--- config.mk ---
export PLATFORM = sky130hd
export DESIGN_NAME = deadline_timer_table_core
export DESIGN_NICKNAME = d
export VERILOG_FILES = /design/src/rtl/dtt_pkg.sv /design/src/rtl/dtt_ram.sv /design/src/rtl/dtt_front.sv /design/src/rtl/dtt_back.sv /design/src/rtl/deadline_timer_table_core.sv
export SDC_FILE = /design/constraint.sdc
export NUM_CORES = 2
export LEC_CHECK = 0
export BUFFER_PORTS_ARGS = -buffer_cell sky130_fd_sc_hd__buf_4
export CAP_MARGIN = 0
export CORE_ASPECT_RATIO = 0.6
export CORE_MARGIN = 2
export CORE_UTILIZATION = 30
export DETAILED_ROUTE_END_ITERATION = 8
export GPL_TIMING_DRIVEN = 0
export SYNTH_ARGS = -nofsm -noshare
export SYNTH_HDL_FRONTEND = slang
export SYNTH_HIERARCHICAL = 1
export SYNTH_SLANG_ARGS = --single-unit
--- constraint.sdc ---
create_clock -name clock -period 12 [get_ports clock]
set_clock_uncertainty 0.1 [all_clocks]
set_input_delay 1.8 -clock clock [delete_from_list [all_inputs] [get_ports clock]]
set_output_delay 1.8 -clock clock [all_outputs]
set_load 0.01 [all_outputs]
--- src/rtl/dtt_pkg.sv ---
// ----------------------------------------------------------------------------
// dtt_pkg
// Shared types and constants of the deadline timer table.
// ----------------------------------------------------------------------------
package dtt_pkg;

   // Default table size and time width
   localparam int MAX_ENTRIES_DEF = 32;
   localparam int TIME_BITS_DEF   = 48;

   // Fixed field widths of the transactions
   localparam int NOW_PORT_W = 48;
   localparam int DELAY_IN_W = 32;
   localparam int DELAY_W    = 49;

   // Depth of the command queue between front and back
   localparam int QUEUE_DEPTH = 2;

   // Operation codes
   localparam logic OP_ADD    = 1'b0;
   localparam logic OP_EXPIRE = 1'b1;

   // Result kinds
   typedef enum logic [1:0] {
      KIND_OK      = 2'd0,
      KIND_INVALID = 2'd1,
      KIND_FULL    = 2'd2,
      KIND_FIRED   = 2'd3
   } kind_type;

   // Back end sequencer states
   typedef enum logic [1:0] {
      ST_IDLE,
      ST_SCAN,
      ST_STATUS
   } back_state_type;

   // Request transaction
   typedef struct packed {
      logic                  opcode;
      logic [7:0]            task_handle;
      logic [DELAY_IN_W-1:0] wait_ms;
      logic [NOW_PORT_W-1:0] now_ms;
   } req_type;

   // Result transaction
   typedef struct packed {
      kind_type           kind;
      logic [7:0]         fired_handle;
      logic [DELAY_W-1:0] next_delay_ms;
      logic               timer_armed;
      logic               last;
   } rsp_type;

   // Classified command handed from front to back
   typedef struct packed {
      req_type req;
      logic    invalid;
   } cmd_type;

   // Queue head as seen by the back end
   typedef struct packed {
      logic    valid;
      cmd_type cmd;
   } cmd_head_type;

endpackage

--- src/rtl/dtt_ram.sv ---
// ----------------------------------------------------------------------------
// dtt_ram
// Generic single write port, single read port RAM with registered read.
// ----------------------------------------------------------------------------
module dtt_ram #(
   parameter int WIDTH  = 8,
   parameter int DEPTH  = 32,
   parameter int ADDR_W = $clog2(DEPTH)
) (
   input  logic              clock,
   input  logic              wr_en,
   input  logic [ADDR_W-1:0] wr_addr,
   input  logic [WIDTH-1:0]  wr_data,
   input  logic [ADDR_W-1:0] rd_addr,
   output logic [WIDTH-1:0]  rd_data
);

   logic [WIDTH-1:0] mem_ff [DEPTH];
   logic [WIDTH-1:0] rd_data_ff;

   // Write port
   always_ff @(posedge clock) begin
      if (wr_en) begin
         mem_ff[wr_addr] <= wr_data;
      end
   end

   // Registered read port
   always_ff @(posedge clock) begin
      rd_data_ff <= mem_ff[rd_addr];
   end

   assign rd_data = rd_data_ff;

endmodule

--- src/rtl/dtt_front.sv ---
// ----------------------------------------------------------------------------
// dtt_front
// Accepts request transactions, flags invalid adds and queues commands.
// ----------------------------------------------------------------------------
module dtt_front (
   input  logic                 clock,
   input  logic                 reset,
   input  logic                 start,
   input  dtt_pkg::req_type     req_data,
   output logic                 busy,
   output dtt_pkg::cmd_head_type head,
   input  logic                 cmd_pop
);
   import dtt_pkg::*;

   localparam int QW = $clog2(QUEUE_DEPTH);
   localparam int FW = $clog2(QUEUE_DEPTH + 1);

   cmd_type        slot_ff [QUEUE_DEPTH];
   logic [QW-1:0]  wr_ptr_ff, wr_ptr_in;
   logic [QW-1:0]  rd_ptr_ff, rd_ptr_in;
   logic [FW-1:0]  fill_ff, fill_in;
   logic           push;
   cmd_type        new_cmd;

   // Classify: zero handle or zero delay on an add is rejected
   always_comb begin
      new_cmd.req     = req_data;
      new_cmd.invalid = (req_data.opcode == OP_ADD) &&
                        ((req_data.task_handle == '0) || (req_data.wait_ms == '0));
   end

   assign busy = (fill_ff == FW'(QUEUE_DEPTH));
   assign push = start && !busy;

   // Pointer and fill bookkeeping
   always_comb begin
      wr_ptr_in = wr_ptr_ff;
      rd_ptr_in = rd_ptr_ff;
      fill_in   = fill_ff;
      if (push) begin
         wr_ptr_in = (wr_ptr_ff == QW'(QUEUE_DEPTH - 1)) ? '0 : wr_ptr_ff + 1'b1;
      end
      if (cmd_pop) begin
         rd_ptr_in = (rd_ptr_ff == QW'(QUEUE_DEPTH - 1)) ? '0 : rd_ptr_ff + 1'b1;
      end
      if (push && !cmd_pop) begin
         fill_in = fill_ff + 1'b1;
      end else if (!push && cmd_pop) begin
         fill_in = fill_ff - 1'b1;
      end
   end

   always_ff @(posedge clock) begin
      if (reset) begin
         wr_ptr_ff <= '0;
         rd_ptr_ff <= '0;
         fill_ff   <= '0;
      end else begin
         wr_ptr_ff <= wr_ptr_in;
         rd_ptr_ff <= rd_ptr_in;
         fill_ff   <= fill_in;
      end
   end

   // Queue storage
   always_ff @(posedge clock) begin
      if (push) begin
         slot_ff[wr_ptr_ff] <= new_cmd;
      end
   end

   assign head.valid = (fill_ff != '0);
   assign head.cmd   = slot_ff[rd_ptr_ff];

endmodule

--- src/rtl/dtt_back.sv ---
// ----------------------------------------------------------------------------
// dtt_back
// Executes queued commands against the timeout table and emits results.
// ----------------------------------------------------------------------------
module dtt_back #(
   parameter int MAX_ENTRIES = dtt_pkg::MAX_ENTRIES_DEF,
   parameter int TIME_BITS   = dtt_pkg::TIME_BITS_DEF
) (
   input  logic                  clock,
   input  logic                  reset,
   input  dtt_pkg::cmd_head_type head,
   output logic                  cmd_pop,
   output logic                  rsp_strobe,
   output dtt_pkg::rsp_type      rsp_data
);
   import dtt_pkg::*;

   localparam int IDX_W = $clog2(MAX_ENTRIES);
   localparam int CNT_W = $clog2(MAX_ENTRIES + 1);
   localparam int NOW_W = (TIME_BITS < NOW_PORT_W) ? TIME_BITS : NOW_PORT_W;
   localparam int DL_W  = ((TIME_BITS > DELAY_IN_W) ? TIME_BITS : DELAY_IN_W) + 1;
   localparam int WIDE  = (DL_W > DELAY_W) ? DL_W : DELAY_W;
   localparam int ENT_W = DL_W + 8;

   back_state_type   state_ff, state_in;
   logic [CNT_W-1:0] count_ff, count_in;
   logic [CNT_W-1:0] rd_idx_ff, rd_idx_in;
   logic [CNT_W-1:0] keep_ff, keep_in;
   logic             eval_valid_ff, eval_valid_in;
   logic [DL_W-1:0]  min_ff, min_in;
   logic [DL_W-1:0]  now_ff, now_in;
   kind_type         kind_ff, kind_in;
   logic             rsp_strobe_ff, rsp_strobe_in;
   rsp_type          rsp_data_ff, rsp_data_in;

   logic             wr_en;
   logic [IDX_W-1:0] wr_addr;
   logic [ENT_W-1:0] wr_data;
   logic [ENT_W-1:0] rd_data;
   logic [DL_W-1:0]  rd_deadline;
   logic [7:0]       rd_handle;
   logic [DL_W-1:0]  cmd_now;
   logic [DL_W-1:0]  cmd_deadline;
   logic [DL_W-1:0]  diff;
   logic [WIDE-1:0]  diff_wide;

   // Entry store: handle above deadline
   dtt_ram #(
      .WIDTH (ENT_W),
      .DEPTH (MAX_ENTRIES),
      .ADDR_W(IDX_W)
   ) u_entry_ram (
      .clock  (clock),
      .wr_en  (wr_en),
      .wr_addr(wr_addr),
      .wr_data(wr_data),
      .rd_addr(rd_idx_ff[IDX_W-1:0]),
      .rd_data(rd_data)
   );

   assign rd_deadline = rd_data[DL_W-1:0];
   assign rd_handle   = rd_data[ENT_W-1:DL_W];

   // Deadline of an add, current time truncated to the time width
   assign cmd_now      = DL_W'(head.cmd.req.now_ms[NOW_W-1:0]);
   assign cmd_deadline = cmd_now + DL_W'(head.cmd.req.wait_ms);

   // Delay to the earliest deadline, at least one
   assign diff      = (min_ff > now_ff) ? (min_ff - now_ff) : DL_W'(1);
   assign diff_wide = WIDE'(diff);

   // Sequencer: next state and outputs
   always_comb begin
      state_in      = state_ff;
      count_in      = count_ff;
      rd_idx_in     = rd_idx_ff;
      keep_in       = keep_ff;
      eval_valid_in = 1'b0;
      min_in        = min_ff;
      now_in        = now_ff;
      kind_in       = kind_ff;
      rsp_strobe_in = 1'b0;
      rsp_data_in   = rsp_data_ff;
      cmd_pop       = 1'b0;
      wr_en         = 1'b0;
      wr_addr       = count_ff[IDX_W-1:0];
      wr_data       = {head.cmd.req.task_handle, cmd_deadline};

      unique case (state_ff)
         ST_IDLE: begin
            if (head.valid) begin
               cmd_pop = 1'b1;
               now_in  = cmd_now;
               if (head.cmd.req.opcode == OP_ADD) begin
                  state_in = ST_STATUS;
                  if (head.cmd.invalid) begin
                     kind_in = KIND_INVALID;
                  end else if (count_ff >= CNT_W'(MAX_ENTRIES)) begin
                     kind_in = KIND_FULL;
                  end else begin
                     kind_in  = KIND_OK;
                     wr_en    = 1'b1;
                     count_in = count_ff + 1'b1;
                     if ((count_ff == '0) || (cmd_deadline < min_ff)) begin
                        min_in = cmd_deadline;
                     end
                  end
               end else begin
                  kind_in   = KIND_OK;
                  rd_idx_in = '0;
                  keep_in   = '0;
                  state_in  = ST_SCAN;
               end
            end
         end

         ST_SCAN: begin
            // Issue the next read
            if (rd_idx_ff < count_ff) begin
               eval_valid_in = 1'b1;
               rd_idx_in     = rd_idx_ff + 1'b1;
            end
            // Fire or compact the entry read last cycle
            if (eval_valid_ff) begin
               if (now_ff >= rd_deadline) begin
                  rsp_strobe_in             = 1'b1;
                  rsp_data_in.kind          = KIND_FIRED;
                  rsp_data_in.fired_handle  = rd_handle;
                  rsp_data_in.next_delay_ms = '0;
                  rsp_data_in.timer_armed   = 1'b0;
                  rsp_data_in.last          = 1'b0;
               end else begin
                  wr_en   = 1'b1;
                  wr_addr = keep_ff[IDX_W-1:0];
                  wr_data = rd_data;
                  keep_in = keep_ff + 1'b1;
                  if ((keep_ff == '0) || (rd_deadline < min_ff)) begin
                     min_in = rd_deadline;
                  end
               end
            end
            // All entries issued: the last one is evaluated now
            if (rd_idx_ff == count_ff) begin
               count_in = keep_in;
               state_in = ST_STATUS;
            end
         end

         ST_STATUS: begin
            rsp_strobe_in            = 1'b1;
            rsp_data_in.kind         = kind_ff;
            rsp_data_in.fired_handle = '0;
            rsp_data_in.timer_armed  = (count_ff != '0);
            rsp_data_in.last         = 1'b1;
            rsp_data_in.next_delay_ms = (count_ff != '0) ? diff_wide[DELAY_W-1:0] : '0;
            state_in = ST_IDLE;
         end

         default: begin
            state_in = ST_IDLE;
         end
      endcase
   end

   // Control registers
   always_ff @(posedge clock) begin
      if (reset) begin
         state_ff      <= ST_IDLE;
         count_ff      <= '0;
         rd_idx_ff     <= '0;
         keep_ff       <= '0;
         eval_valid_ff <= 1'b0;
         rsp_strobe_ff <= 1'b0;
      end else begin
         state_ff      <= state_in;
         count_ff      <= count_in;
         rd_idx_ff     <= rd_idx_in;
         keep_ff       <= keep_in;
         eval_valid_ff <= eval_valid_in;
         rsp_strobe_ff <= rsp_strobe_in;
      end
   end

   // Payload registers
   always_ff @(posedge clock) begin
      min_ff      <= min_in;
      now_ff      <= now_in;
      kind_ff     <= kind_in;
      rsp_data_ff <= rsp_data_in;
   end

   assign rsp_strobe = rsp_strobe_ff;
   assign rsp_data   = rsp_data_ff;

endmodule

--- src/rtl/deadline_timer_table_core.sv ---
// ----------------------------------------------------------------------------
// deadline_timer_table_core
// Table of pending timeouts with earliest-deadline status reporting.
// ----------------------------------------------------------------------------
// Usage:
//   A request transaction is taken when start is high and busy is low. An add
//   (opcode 0) stores now_ms + wait_ms under task_handle; an expire (opcode 1)
//   fires every entry whose deadline has passed, one kind 3 result each in
//   table order, and compacts the rest.
//   Every transaction ends with one status result (last = 1) carrying the delay
//   to the earliest pending deadline and the armed flag.
//   Results appear on rsp_data for one cycle, marked by rsp_strobe; the
//   receiver cannot stall them.
//   With an idle back end, an add is popped from the queue and gives its
//   registered status result from the status state. An expire steps through
//   the scan state, bound by one table RAM read per cycle, and then gives its
//   status, so it takes longer as the table fills.
//   A two-entry command queue lets up to two requests wait while one executes;
//   busy is high while the queue is full.
//   Reset empties the table and the queue; no clearing pass is needed.
// ----------------------------------------------------------------------------
module deadline_timer_table_core #(
   parameter int MAX_ENTRIES = dtt_pkg::MAX_ENTRIES_DEF,
   parameter int TIME_BITS   = dtt_pkg::TIME_BITS_DEF
) (
   input  logic             clock,
   input  logic             reset,
   input  logic             start,
   output logic             busy,
   input  dtt_pkg::req_type req_data,
   output logic             rsp_strobe,
   output dtt_pkg::rsp_type rsp_data
);
   import dtt_pkg::*;

   cmd_head_type head;
   logic         cmd_pop;

   // Front: accept, classify and queue
   dtt_front u_front (
      .clock   (clock),
      .reset   (reset),
      .start   (start),
      .req_data(req_data),
      .busy    (busy),
      .head    (head),
      .cmd_pop (cmd_pop)
   );

   // Back: table execution and results
   dtt_back #(
      .MAX_ENTRIES(MAX_ENTRIES),
      .TIME_BITS  (TIME_BITS)
   ) u_back (
      .clock     (clock),
      .reset     (reset),
      .head      (head),
      .cmd_pop   (cmd_pop),
      .rsp_strobe(rsp_strobe),
      .rsp_data  (rsp_data)
   );

   // Back end only takes a command that is queued
   a_pop_has_cmd: assert property (@(posedge clock) disable iff (reset)
      cmd_pop |-> head.valid)
      else $error("command popped from empty queue");

   // Only fired results are non-final
   a_fired_not_last: assert property (@(posedge clock) disable iff (reset)
      rsp_strobe && !rsp_data.last |-> rsp_data.kind == KIND_FIRED)
      else $error("non-final result is not a fired task");

   // An armed status always reports a nonzero delay
   a_armed_delay: assert property (@(posedge clock) disable iff (reset)
      rsp_strobe && rsp_data.last && rsp_data.timer_armed |->
         rsp_data.next_delay_ms != '0)
      else $error("armed status with zero delay");

   // A final result never follows a final result directly
   a_status_spacing: assert property (@(posedge clock) disable iff (reset)
      rsp_strobe && rsp_data.last |=> !(rsp_strobe && rsp_data.last))
      else $error("back-to-back status results");

endmodule

-- Word-level counts from Yosys, hierarchy flattened
Memories as Yosys holds them, arrays and structs flattened. A register that Yosys moved wholly into a read port is not among the register bits.
Cells that the tools add are included.
- flip-flop bits (word level): 186
- latch bits: 0
- memory bits (writable): 2004
- bits in read-only memories: 0
- input bits: 92
- output and inout bits: 63
- logic and storage cells: 144
- memories: 2
- memory list (name ; depth ; width ; read ports ; clocked after Yosys merged registers in ; write ports ; line ; source):
    u_back.u_entry_ram.mem_ff ; 32 ; 57 ; 1 ; 1 ; 1 ; dtt_ram.sv:18 ; logic [WIDTH-1:0] mem_ff [DEPTH];
    u_front.slot_ff ; 2 ; 90 ; 1 ; 1 ; 1 ; dtt_front.sv:19 ; cmd_type slot_ff [QUEUE_DEPTH];
- add/sub/neg operators: 9
- multipliers: 0
- div/mod/pow operators: 0
- order comparisons: 6
- equal/unequal tests: 16
- shift operators: 0
- muxes and demuxes: 62
- bitwise gates (word level): 2
- reductions and logical operators: 29
- operator list (operator ; count):
    two-way mux 49 bit ; 10
    two-way mux 57 bit ; 3
    two-way mux 61 bit ; 2
    case mux 61 bit (2 select lines) ; 1
    less-than comparator 49 bit ; 2
    case mux 49 bit (2 select lines) ; 1
    two-way mux 6 bit ; 10
    adder 48 x 32 -> 49 bit ; 1
    greater-or-equal comparator 48 x 49 -> 1 bit ; 1
    > comparator 49 x 48 -> 1 bit ; 1
    subtractor 49 x 48 -> 49 bit ; 1
    case mux 6 bit (2 select lines) ; 3
    zero test 32 bit ; 1
    two-way mux 1 bit ; 20
    adder 6 x 1 -> 6 bit (second input constant) ; 3
    two-way mux 5 bit ; 3
    inequality test 2 x 1 -> 1 bit (second input constant) ; 7
    zero test 6 bit ; 2
    two-way mux 2 bit ; 6
    inequality test 2 bit (second input constant) ; 5
    AND reduction 9 bit ; 1
    zero test 8 bit ; 1
    nonzero test 2 bit ; 4
    == test 6 bit ; 1
    20 further kinds ; 34

-- Longest topological paths before layout
- depth after elaboration: 9
- gate-level depth with buffers: 25
- depth with buffers taken out: 22

-- Hierarchy
Netlist, hierarchy kept.
- modules (own cells, without submodules) (module ; instances ; cells each ; area an instance (um^2) ; sequential area each (um^2)):
    dtt_ram ; 1 ; 3985 ; 72125.4 ; 55913.6
    dtt_back ; 1 ; 1818 ; 16251.8 ; 5245.0
    dtt_front ; 1 ; 319 ; 6815.3 ; 5505.3

-- Worst setup path before layout
Ideal clock, no wire load.
- path type: reg2reg
- start: register with a tool-made name
- end: register u_back.min_ff[0], enable pin
- library setup time: 0.536 ns
- data arrival time: 8.384 ns
- data required time: 11.364 ns
- path slack: 2.980 ns
- cell stages (with the launch flop): 25
- path buffers: 3
- clock period less this slack: 9.020 ns
- cell sequence: dfxtp_1 -> buf_2 -> buf_4 -> mux2_2 -> ha_1 -> inv_1 -> fa_1 -> and2b_1 -> o2111ai_1 -> a211o_1 -> a32oi_1 -> a31oi_1 -> or3b_2 -> buf_2 -> a21oi_1 -> xor2_1 -> ha_1 -> a21o_1 -> a21o_1 -> a21oi_1 -> o21ai_0 -> o21a_1 -> o21ai_0 -> a31oi_1 -> a221oi_1
- RTL lines (what ; line ; source):
    to (signal assigned) ; dtt_back.sv:186 ; min_ff <= min_in;
    to (decl) ; dtt_back.sv:30 ; logic [DL_W-1:0] min_ff, min_in;

-- Worst setup path in the final report
- start: register u_back.u_entry_ram.rd_data_ff[47], in the netlist u_back/u_entry_ram/rd_data[47] (read register of u_back.u_entry_ram.mem_ff)
- end: memory u_back/u_entry_ram/mem_ff[24][20] (netlist name), enable pin
- elaborated cells between the ends (all ways): 9
- those cells by class: order compare: 1; mux: 8
- RTL lines (what ; line ; source):
    from (decl) ; dtt_ram.sv:19 ; logic [WIDTH-1:0] rd_data_ff;
    greater-or-equal comparator 48 x 49 -> 1 bit ; dtt_back.sv:125 ; if (now_ff >= rd_deadline) begin
    two-way mux 5 bit ; dtt_back.sv:125 ;
    two-way mux 5 bit ; dtt_back.sv:124 ; if (eval_valid_ff) begin
    two-way mux 5 bit ; dtt_back.sv:89 ; unique case (state_ff)
    via u_back.wr_addr[1] ; dtt_back.sv:37 ; logic [IDX_W-1:0] wr_addr;
    to (decl) ; dtt_ram.sv:18 ;
The timed path passes the listed nets, and every way through them passes these cells.

==> impl_metrics.csv <==
group,metric,value,unit
place,gp_congestion,0.940,
global_route,grtUsageTotal,17.5,%
timing,min_period,9.82,ns
timing,timing.slew.headroom,4.80,%
floorplan,num_io_pins,155,
routing,vias_per_cell,5.30,
run_status,status,"completed",
floorplan,row_count,160,
timing,max_slew.worst_pin.slew,1.43,ns
timing,finalHoldViolations,0,
clock_tree,htree_levels,4,
floorplan,core,316000,sq um
timing,fin_tns_setup,0,ns
floorplan,start_util,30.1,%
timing,slew_viol_final,0,
worst_hold_path,hp-start,"u_back/state_ff[0]",
timing,finalCritPeriodShare,81.8,%
setup_path,cp-end-kind,"flop",
setup_path,cp.required,12.39,ns
synthesis,yosysTopAreaCell,"edfxtp_1",
synthesis,synth_edf_count,2164,
pwr,power_density,232,nW/um^2
cells_and_area,finalNonFillerCells,10958,
worst_hold_path,hold_path.class,"flop to flop",
place,dp_cells,10601,
cells_and_area,drive_gt1_share,14.3,%
clock_tree,cts.sinks,2248,
floorplan,fp.dieH,440,um
synthesis,synth_top_area_share,68.3,%
synthesis,synth.distinct_cells,77,
synthesis,synth_nets,6455,
global_route,antenna_found_initial,9,
floorplan,dieArea,322000,sq um
timing,fin_ws,2.18,ns
clock_tree,cts-buffers-inserted,195,
cells_and_area,mostFrequentLayoutCell,"edfxtp_1",
global_route,grt_overflow,0,
worst_hold_path,hold_depth,2,
setup_path,worstSetupPathType,"flop to flop",
synthesis,ys.flop_type,"edfxtp_1",
clock_tree,clk_pin_slew,0.07,ns
clock_tree,clock_path_buffers,4,
timing,max_freq,102,MHz
global_route,grt_pass1_vias,53368,
setup_path,crit_fanout,20,
floorplan,die_w,731,um
synthesis,syn_area,95200,sq um
timing,final-setup-viol-count,0,
clock_tree,cts_setup_buffers,0,
routing,drc,0,
synthesis,synthArstFlopShare,0,%
global_route,grt_start_max_net_pins,58,
setup_path,reg2reg_depth,16,
clock_tree,clk_latency,0.89,ns
flow_run,max_cap_violations,0,
pwr,p_leak,0.0355,uW
synthesis,yosys_register_bits,2248,
setup_path,cp-start-kind,"flop",
setup_path,worst_ep_arrival_time,10.21,ns
setup_path,reg2reg_slack,2.18,ns
place,io_buffer_count,154,
routing,drt_iter0_markers,9088,
timing,holdWs,0.412,ns
clock_tree,cts_tree,"done",
global_route,grt_first_pass_wirelength,403000,um
routing,dr.pass1.iters,8,
routing,finalWirelength,294000,um
cells_and_area,syn_to_final_growth,16.2,%
synthesis,syn_area_per_cell,15.5,sq um
pwr,max-vdd-ir-drop,0.167,mV
clock_tree,hold_buffers,0,
clock_tree,cts_root_buf,"clkbuf_16",
place,place_ws,2.86,ns
place,hpwlAfterDp,219000,um
setup_path,reg2reg_from,"u_back/u_entry_ram/rd_data[47]",
clock_tree,ctsResizeCount,0,
synthesis,yosysWarnings,6,
cells_and_area,fin_util,35.0,%
cells_and_area,final_cell_mix,"edfxtp_1, mux2i_1, a21oi_1",
setup_path,cp-startpoint,"u_back/u_entry_ram/rd_data[47]",
routing,ant_nets,0,
synthesis,ys_seq_area_share,70.0,%
cells_and_area,nets,6919,
routing,num_vias,58104,
timing,rsz0062_at_grt,"false",
routing,wire_per_inst,26.8,um
synthesis,syn_inst,6122,
synthesis,synth_area_leaders,"edfxtp_1, mux2i_1, ha_1, mux2_2, dfxtp_1",
-- power by group --
part | switching, uW | internal (uW) | leakage [uW]
Combinational | 5540 | 2450 | 0.0122
Sequential | 297 | 11000 | 0.0202
Clock | 2910 | 3500 | 0.00307
-- through the flow --
stage	total power [uW]	cell area [sq um]
final	25700	111000
after detailed placement	19100	104000
after global placement	18600	102000
after CTS	25500	111000
after global routing	26600	111000
after floorplan	15700	95200
-- path summary, 6_finish.rpt --
| path | endpoint |
|---|---|
| worst max-delay path | u_back/u_entry_ram/mem_ff[24][20] |
| worst min-delay path | u_back/state_ff[0] |
| worst max register to register | u_back/u_entry_ram/mem_ff[24][20] |
| worst min register to register | u_back/state_ff[0] |
-- registers in the layout (all words and copies together) (netlist names), named ones only --
register and count:
u_back/count_ff 6, u_back/eval_valid_ff 1, u_back/keep_ff 6, u_back/kind_ff 2
u_back/min_ff 49, u_back/now_ff 48, u_back/rd_idx_ff 6, u_back/rsp_data 61
u_back/rsp_strobe 1, u_back/state_ff 2, u_back/u_entry_ram/mem_ff 1824, u_back/u_entry_ram/rd_data 57
u_front/fill_ff 2, u_front/rd_ptr_ff 1, u_front/slot_ff 180, u_front/wr_ptr_ff 1
-- layer usage --
metal / part of all wire, % / track usage (%) / vias up
li1: - / - / 24704
met1: 49 / 29.8 / 29805
met2: 36 / 21.2 / 3322
met3: 13 / 5.19 / 271
met4: 1.3 / 2.57 / 2
met5: 0.041 / 0.266 / -
-- worst max-delay path: stages, from the launching register on --
cell and delay (ns):
dfxtp_1 0.52, inv_1 0.10, ha_1 0.30, nand4b_1 0.25
nor4_1 1.16, nand2_1 0.59, a31oi_1 0.99, nor3_1 0.26
nand4_1 0.21, clkbuf_1 1.00, clkbuf_1 0.91, o21ai_0 0.44
or3b_2 0.55, clkbuf_1 0.45, nor2_4 0.94, buf_12 0.29
buf_12 0.22
-- synthesized netlist by cell type (5+ instances only) --
master / instances
nand2b_1: 17
nor2_1: 151
a211oi_1: 10
buf_2: 62
a22o_1: 114
nor3_1: 94
a21boi_0: 8
nand4_1: 57
a21oi_1: 330
ha_1: 239
xnor2_1: 50
buf_6: 60
a31oi_1: 74
or2_2: 7
and3_1: 14
nor2b_1: 30
mux2_2: 151
o21a_1: 26
nand3_1: 206
or3_1: 7
a22oi_1: 172
o22ai_1: 7
or4_1: 5
a211o_1: 5
buf_1: 5
o31ai_1: 10
o21ai_0: 119
mux2i_1: 916
o21bai_1: 14
nor4_1: 23
clkbuf_1: 107
inv_1: 194
edfxtp_1: 2164
xor2_1: 43
buf_4: 55
o211ai_1: 8
nand3b_1: 8
and2_1: 5
dfxtp_1: 84
nand2_1: 326
a21o_1: 81
-- area by class of cell --
class / instances / area (sq um)
antenna: 6 / 15.0
timing repair buffer: 267 / 3430
tap: 4212 / 5270
multi-input combinational: 3385 / 26300
sequential: 2248 / 66700
buffer: 294 / 1870
fill: 29876 / 206000
inverter: 195 / 732
clock inverter: 99 / 1050
clock buffer: 252 / 5240
-- cells by family (layout without fill, tap and decap cells) --
kind of cell / after synthesis / after routing / synth area share (%)
simple gates: 965 / 965 / 4.76
mux: 1067 / 1067 / 11.4
flops: 2248 / 2248 / 70.0
compound gates: 1019 / 1019 / 7.02
xor+xnor: 93 / 93 / 0.856
buf+inv: 489 / 1107 / 2.73
fa+ha+maj: 241 / 241 / 3.18
other cells: 0 / 6 / 0
Note: power is estimated with default switching activity, not from simulation.
